--- src/rtl/sacd_pkg.sv ---
// shared op codes, defaults and result type for the cache tag directory
`timescale 1ns / 1ps
package sacd_pkg;

  localparam int SetBitsDef   = 10;
  localparam int BlockBitsDef = 6;
  localparam int NumWaysDef   = 8;
  localparam int AddrBitsDef  = 32;

  localparam int OpW    = 2;
  localparam int WayW   = 3;
  localparam int PAddrW = 32;

  typedef enum logic [OpW-1:0] {
    OP_LOOKUP     = 2'd0,
    OP_FILL       = 2'd1,
    OP_MARK_DIRTY = 2'd2
  } op_t;

  typedef struct packed {
    logic              hit;
    logic [WayW-1:0]   way;
    logic              wb_needed;
    logic [PAddrW-1:0] wb_addr;
  } result_t;

endpackage

--- src/rtl/sacd_set_update.sv ---
// per-set hit search, victim choice, lru refresh and row rewrite
`timescale 1ns / 1ps
module sacd_set_update
  import sacd_pkg::*;
#(
  parameter int SET_BITS   = SetBitsDef,
  parameter int BLOCK_BITS = BlockBitsDef,
  parameter int NUM_WAYS   = NumWaysDef,
  parameter int TAG_W      = 16,
  parameter int AGE_W      = 3,
  parameter int ENT_W      = 2 + TAG_W + AGE_W
) (
  input  logic [OpW-1:0]            op,
  input  logic [SET_BITS-1:0]       set_idx,
  input  logic [TAG_W-1:0]          tag,
  input  logic [WayW-1:0]           way_in,
  input  logic [NUM_WAYS*ENT_W-1:0] row_in,
  output logic [NUM_WAYS*ENT_W-1:0] row_out,
  output logic                      wr_en,
  output result_t                   res
);

  localparam int VB = AGE_W + TAG_W + 1;
  localparam int DB = AGE_W + TAG_W;
  localparam int SH = SET_BITS + BLOCK_BITS;

  logic             vld   [NUM_WAYS];
  logic             dty   [NUM_WAYS];
  logic [TAG_W-1:0] tg    [NUM_WAYS];
  logic [AGE_W-1:0] age   [NUM_WAYS];

  always_comb begin
    for (int w = 0; w < NUM_WAYS; w++) begin
      vld[w] = row_in[w*ENT_W + VB];
      dty[w] = row_in[w*ENT_W + DB];
      tg[w]  = row_in[w*ENT_W + AGE_W +: TAG_W];
      age[w] = row_in[w*ENT_W +: AGE_W];
    end
  end

  logic             hit_found;
  logic [AGE_W-1:0] hit_way;
  logic             inv_found;
  logic [AGE_W-1:0] inv_way;
  logic [AGE_W-1:0] vic_way;
  logic [AGE_W-1:0] vic_age;

  always_comb begin
    hit_found = 1'b0;
    hit_way   = '0;
    inv_found = 1'b0;
    inv_way   = '0;
    vic_way   = '0;
    vic_age   = age[0];
    for (int w = 0; w < NUM_WAYS; w++) begin
      if (!hit_found && vld[w] && tg[w] == tag) begin
        hit_found = 1'b1;
        hit_way   = AGE_W'(w);
      end
      if (!inv_found && !vld[w]) begin
        inv_found = 1'b1;
        inv_way   = AGE_W'(w);
      end
      // strict compare keeps the first of equal ages
      if (age[w] > vic_age) begin
        vic_age = age[w];
        vic_way = AGE_W'(w);
      end
    end
  end

  logic [AGE_W-1:0] sel_way;
  logic             touch;
  logic             do_fill;
  logic             evict_dirty;
  logic [TAG_W-1:0] evict_tag;
  logic [63:0]      wb_full;

  always_comb begin
    sel_way     = '0;
    touch       = 1'b0;
    do_fill     = 1'b0;
    wr_en       = 1'b0;
    res         = '0;
    evict_dirty = 1'b0;
    evict_tag   = '0;
    for (int w = 0; w < NUM_WAYS; w++) begin
      if (vic_way == AGE_W'(w)) begin
        evict_dirty = dty[w];
        evict_tag   = tg[w];
      end
    end
    wb_full = (64'(evict_tag) << SH) | (64'(set_idx) << BLOCK_BITS);
    unique case (op)
      OP_LOOKUP: begin
        if (hit_found) begin
          sel_way = hit_way;
          touch   = 1'b1;
          wr_en   = 1'b1;
          res.hit = 1'b1;
          res.way = WayW'(hit_way);
        end
      end
      OP_FILL: begin
        sel_way = inv_found ? inv_way : vic_way;
        touch   = 1'b1;
        do_fill = 1'b1;
        wr_en   = 1'b1;
        res.hit = 1'b1;
        res.way = WayW'(sel_way);
        if (!inv_found && evict_dirty) begin
          res.wb_needed = 1'b1;
          res.wb_addr   = wb_full[PAddrW-1:0];
        end
      end
      OP_MARK_DIRTY: begin
        wr_en = 1'b1;
      end
      default: begin
      end
    endcase
  end

  logic [AGE_W-1:0] old_age;

  always_comb begin
    old_age = '0;
    for (int w = 0; w < NUM_WAYS; w++) begin
      if (sel_way == AGE_W'(w)) old_age = age[w];
    end
    for (int w = 0; w < NUM_WAYS; w++) begin
      logic             v_n;
      logic             d_n;
      logic [TAG_W-1:0] t_n;
      logic [AGE_W-1:0] a_n;
      v_n = vld[w];
      d_n = dty[w];
      t_n = tg[w];
      a_n = age[w];
      if (touch) begin
        if (sel_way == AGE_W'(w)) a_n = '0;
        else if (age[w] < old_age) a_n = age[w] + AGE_W'(1);
      end
      if (do_fill && sel_way == AGE_W'(w)) begin
        v_n = 1'b1;
        d_n = 1'b0;
        t_n = tag;
      end
      // ways beyond the configured count never match
      if (op == OP_MARK_DIRTY && int'(way_in) == w) d_n = 1'b1;
      row_out[w*ENT_W +: ENT_W] = {v_n, d_n, t_n, a_n};
    end
  end

endmodule

--- config.mk ---
export PLATFORM = sky130hd
export DESIGN_NAME = sacd_set_update
export DESIGN_NICKNAME = d
export VERILOG_FILES = /design/src/rtl/sacd_pkg.sv /design/src/rtl/sacd_set_update.sv
export SDC_FILE = /design/constraint.sdc
export NUM_CORES = 1
export LEC_CHECK = 0
export BUFFER_PORTS_ARGS = -buffer_cell sky130_fd_sc_hd__buf_2
export CAP_MARGIN = 10
export CORE_AREA = 5 5 155 157
export DETAILED_ROUTE_END_ITERATION = 8
export DIE_AREA = 0 0 160 162
export GPL_TIMING_DRIVEN = 1
export SYNTH_ARGS = -nofsm -noshare
export SYNTH_HDL_FRONTEND = slang
export SYNTH_SLANG_ARGS = --single-unit
--- constraint.sdc ---
create_clock -name vclk -period 13.26
set_clock_uncertainty 0.1 [all_clocks]
set_input_delay 1.989 -clock vclk [all_inputs]
set_output_delay 1.989 -clock vclk [all_outputs]
set_load 0.1 [all_outputs]
# Word-level counts from Yosys, hierarchy flattened
# Cells that the tools add are included.
dict set report word_totals {
  output_inout_bits 206
  register_bits 0
  inputBits 199
}
dict set report op_classes {
  bitwise 1
  mux 134
  n_eq_ne 31
  reduce_logical 65
  n_addsub 8
  order_cmp 15
}
# op n
set ops {}
lappend ops {{two-way mux 16 bit} 16}
lappend ops {{two-way mux 3 bit} 58}
lappend ops {{== test 16 bit} 8}
lappend ops {{two-way mux 33 bit} 2}
lappend ops {{two-way mux 1 bit} 53}
lappend ops {{logical AND 1 bit} 39}
lappend ops {{== test 3 bit, second input constant} 12}
lappend ops {{OR 32 x 16 -> 32 bit} 1}
lappend ops {{adder 3 x 1 -> 3 bit, second input constant} 8}
lappend ops {{< comparator 3 bit} 8}
lappend ops {{> comparator 3 bit} 7}
lappend ops {{logical NOT 1 bit} 21}
lappend ops {{== test 3 x 2 -> 1 bit, second input constant} 6}
lappend ops {{== test 3 x 1 -> 1 bit, second input constant} 3}
lappend ops {{logical NOT 3 bit} 3}
lappend ops {{case mux 4 bit (2 select lines)} 1}
lappend ops {{case mux 3 bit (2 select lines)} 1}
lappend ops {{two-way mux 4 bit} 1}
lappend ops {{case mux 1 bit (2 select lines)} 2}
lappend ops {{== test 2 x 1 -> 1 bit, second input constant} 1}
lappend ops {{== test 2 bit, second input constant} 1}
lappend ops {{logical NOT 2 bit} 1}
lappend ops {{OR reduction 2 bit} 1}

# Longest topological paths before layout
dict set report depth {
  ltp_word 46
  mapped_depth 53
}

# Worst setup path after synthesis
# No wires, ideal clock.
dict set report synth_timing {
  path_type {in2out}
  startpoint {input port row_in[21]}
  endpoint {output port row_out[126]}
  t_arrival_ns 13.824
  stages 41
  required_time_ns 11.171
  path_slack_ns -2.653
  cell_sequence {inv_1 ha_1 nand3_1 o21ai_0 nor2_1 mux2_2 ha_1 and3_1 a21oi_1 mux2_2 ha_1 nand3b_1 a32o_1 mux2_2 ha_1 nand3b_1 nand2_1 nand2_1 (+5 left out) mux2_2 ha_1 nand3b_1 a32oi_1 clkbuf_1 mux2_2 ha_1 a31oi_1 o31a_1 nor2_1 a311oi_1 nor2_2 clkinv_2 clkbuf_1 a21oi_1 a21oi_1 ha_1 a311oi_1}
}
dict set report synth_between {
  elab_chain_len 29
  elab_cells_between_ends 42
}
# element line
set synth_lines {}
lappend synth_lines {{start, declared} sacd_set_update.sv:17} ;# input logic [NUM_WAYS*ENT_W-1:0] row_in,
lappend synth_lines {{> comparator 3 bit} sacd_set_update.sv:65} ;# if (age[w] > vic_age) begin
lappend synth_lines {{two-way mux 3 bit} sacd_set_update.sv:65}
lappend synth_lines {{> comparator 3 bit} sacd_set_update.sv:65}
lappend synth_lines {{two-way mux 3 bit} sacd_set_update.sv:65}
lappend synth_lines {{> comparator 3 bit} sacd_set_update.sv:65}
lappend synth_lines {{two-way mux 3 bit} sacd_set_update.sv:65}
lappend synth_lines {{> comparator 3 bit} sacd_set_update.sv:65}
lappend synth_lines {{two-way mux 3 bit} sacd_set_update.sv:65}
lappend synth_lines {{(+6 left out)} --}
lappend synth_lines {{two-way mux 3 bit} sacd_set_update.sv:105} ;# sel_way = inv_found ? inv_way : vic_way;
lappend synth_lines {{case mux 3 bit (2 select lines)} sacd_set_update.sv:94} ;# unique case (op)
lappend synth_lines {{logical NOT 3 bit} sacd_set_update.sv:129} ;# if (sel_way == AGE_W'(w)) old_age = age[w];
lappend synth_lines {{two-way mux 3 bit (8 in a row)} sacd_set_update.sv:129}
lappend synth_lines {{< comparator 3 bit} sacd_set_update.sv:142} ;# else if (age[w] < old_age) a_n = age[w] + AGE_W'(1);
lappend synth_lines {{two-way mux 3 bit} sacd_set_update.sv:142}
lappend synth_lines {{two-way mux 3 bit *} sacd_set_update.sv:141} ;# if (sel_way == AGE_W'(w)) a_n = '0;
lappend synth_lines {{two-way mux 3 bit *} sacd_set_update.sv:140} ;# if (touch) begin
lappend synth_lines {{end, declared} sacd_set_update.sv:18} ;# output logic [NUM_WAYS*ENT_W-1:0] row_out,
# Every way passes the cells marked *; elsewhere a longest branch is shown, timed or not.

# Worst setup path after layout
dict set report layout_timing {
  startpoint {input port row_in[1]}
  endpoint {output port row_out[23]}
}
# The elaborated chain is that of the path after synthesis.

==> impl_results.md <==
- Final worst path period share: 0.991
- Req. time, crit path: 11170 ps
- IO Count: 405
- Fin. max-slew vios: 0
- Starting DRT DRC Count: 594
- Vias per inst: 5.79
- Synth-to-layout area growth: 85.2%
- Slew HR: 0.504
- RSZ-0062 raised after global routing: yes
- Overflow after GRT: 0
- Hold Fails Final Rpt: 0
- Max-Cap Viols: 0
- Commonest non-fill, non-tap cell in the layout: buf_2
- Worst EP arrival: 11060 ps
- Worst hold slack: 4320 ps
- Post-DP HPWL: 34.1 mm
- Fill cells: 1972
- CP max stage cell: mux2_4
- Initial Utilization: 0.316
- Residual DRC: 1
- Crit path time final: 13140 ps
- Crit end category: primary output
- Pin count of the biggest net entering global routing: 32
- Clock share of power: 0
- Overall Power: 0.00153 W
- Commonest non-fill, non-tap cells in the layout: 228 x buf_2, 159 x buf_12, 145 x mux2_2, 105 x xor2_1, 74 x buf_4
- Number of global-route vias before repair: 9401
- Status: complete, but fails checks
- DIE AREA: 25900 sq um
- Drt total wl: 41.5 mm
- Synth unique cells: 73
- Post-synth top area cell: mux2_2
- Synth Warn #: 0
- Row cnt: 55
- Sw power: 0.000956 W
- Pre-Repair DR Iteration Count: 7
- Register area share after synthesis: 0
- Initial antenna violation count: 2
- Type of origin of the critical path: primary input
- Comb power frac: 1.000
- Routed via count: 9384
- Width of the chip: 160 um
- Die height: 162 um
- Area of the mapped netlist: 7060 sq um
- Fraction of layout cells with a size suffix above 1: 0.588
- Sequential power share: 0
- Maximum VDD drop: 192 uV
- Worst setup path class: primary input to primary output
- P_int: 0.000569 W
- Failing checks: DRC
- Area occupied by multi-input gates: 7550 sq um
- Maximum fanout along the worst path: 5
- Worst min path class: primary input to primary output
- Total GRT Usage: 0.291
- Global-route wire length before repair: 59.2 mm
- Port bufs: 399
- Sequential cell count: 0
- Leakage power: 5.63 nW
- Hold Crit Endpoint: res[6]
- Core area: 22400 sq um
- Cells after Synth: 933
- Clk_buf instances: 0
- Routed length per placed instance: 25.6 um
- Tightest Pin Transition: 738 ps
- Max Freq: 76.1 MHz
- Power Density: 117 nW/um^2
- Hold path startpoint: set_idx[0]
- Synth area leaders: mux2_2 24%, xor2_1 13%, ha_1 7.3%
- Antenna-violating nets left: 0
- Sw frac: 0.627
- Net count, final: 1576
- Final setup fails: 0
- Most frequent CP cell: a21oi_2
- Max incr delay on CP: 350 ps
- Syn Area/Cell: 7.57 sq um
- WHS Path Cells: 3
- Yosys top cell area share: 0.239
- Final GP Congestion: 0.934
- Register area: 0 sq um
==> per-layer routing <==
metal  vias to the layer above  share of wire  global-route usage
met4                         2          0.041              0.0989
met1                      4532           0.36               0.332
li1                       4273              -                   -
met5                         -        0.00024                   0
met3                        97          0.072              0.0507
met2                       480           0.52               0.546
==> power groups by stage <==
stage | clock network (W) | logic (W) | registers, W
after CTS | 0 | 0.00144 | 0
after floorplan | 0 | 0.000990 | 0
after global routing | 0 | 0.00160 | 0
after detailed placement | 0 | 0.00143 | 0
final | 0.0000000000101 | 0.00153 | 0
after global placement | 0 | 0.00141 | 0
==> logic make-up (layout without fill, tap and decap cells) <==
family,Yosys count,after routing,share of synthesized area
other,1,7,0.000531
muxes,194,194,0.303
AOI/OAI and AO/OA,218,218,0.214
adders and majority gates,43,43,0.0757
buffers and inverters,114,510,0.0750
xor gates and xnor gates,128,128,0.159
and+or+nand+nor,235,235,0.172
==> final cells by class <==
| type | instances | share of cell area |
|---|---|---|
| timing repair buffer | 472 | 0.384 |
| multi-input combinational | 824 | 0.577 |
| antenna | 1 | 0.000191 |
| tap | 285 | 0.0273 |
| inverter | 38 | 0.0117 |
==> worst max-delay path by stage <==
| stage | from | endpoint | slack (ps) | depth (start not counted) |
|---|---|---|---|---|
| 6_report | row_in[1] | row_out[23] | 120 | 47 |
| 5_1_grt | row_in[21] | row_out[65] | -330 | 51 |
| 4_1_cts | row_in[21] | row_out[2] | 3 | 46 |
| 3_5_place_dp | row_in[21] | row_out[65] | -150 | 48 |
| 3_3_place_gp | row_in[1] | row_out[65] | 110 | 49 |
| 2_1_floorplan | row_in[21] | row_out[22] | -290 | 48 |
==> through the flow <==
stage,utilization,cell area (sq um),cells,setup WS [ps],TNS [ps]
finish,0.585,13100,1620,116,0
detailed placement,0.553,12400,1592,-154,-2000
global placement,0.553,12400,1592,105,0
floorplan,-,7710,938,-289,-5210
global route,0.585,13100,1619,-328,-7400
CTS,0.558,12500,1595,2.51,0
==> critical path: cells and delay by family <==
kind            cells  cell delay [ps]
buf+inv             5              620
mux                 4             1190
fa+ha+maj           8             1990
compound gates     20             4110
simple gates       10             1130
==> cell usage after synthesis (7+ instances only) <==
master and n:
o22ai_1 27, xor2_1 105, mux2i_1 35, mux2_2 150, buf_2 35, a311oi_1 8
and2_1 13, o31ai_1 9, a211oi_1 13, buf_4 11, o211ai_1 16, nor2_1 53
and3_1 7, mux2_1 9, nand4_1 19, nand3_1 13, nor4_1 23, a31oi_1 10
inv_1 35, a21oi_1 45, nand3b_1 7, xnor2_1 23, o21ai_0 32, nor3_1 19
nand2_1 44, ha_1 41, clkbuf_1 26, nand2b_1 11
==> timing repair <==
action | CTS | global route
setup endpoints to repair | 33 | 103
hold endpoints to repair | 0 | 0
pin swaps | 4 | 49
hold buffers | 0 | 0
gates resized for setup | 24 | 94
setup buffers | 3 | 24
Power figures use the tool's default switching activity.
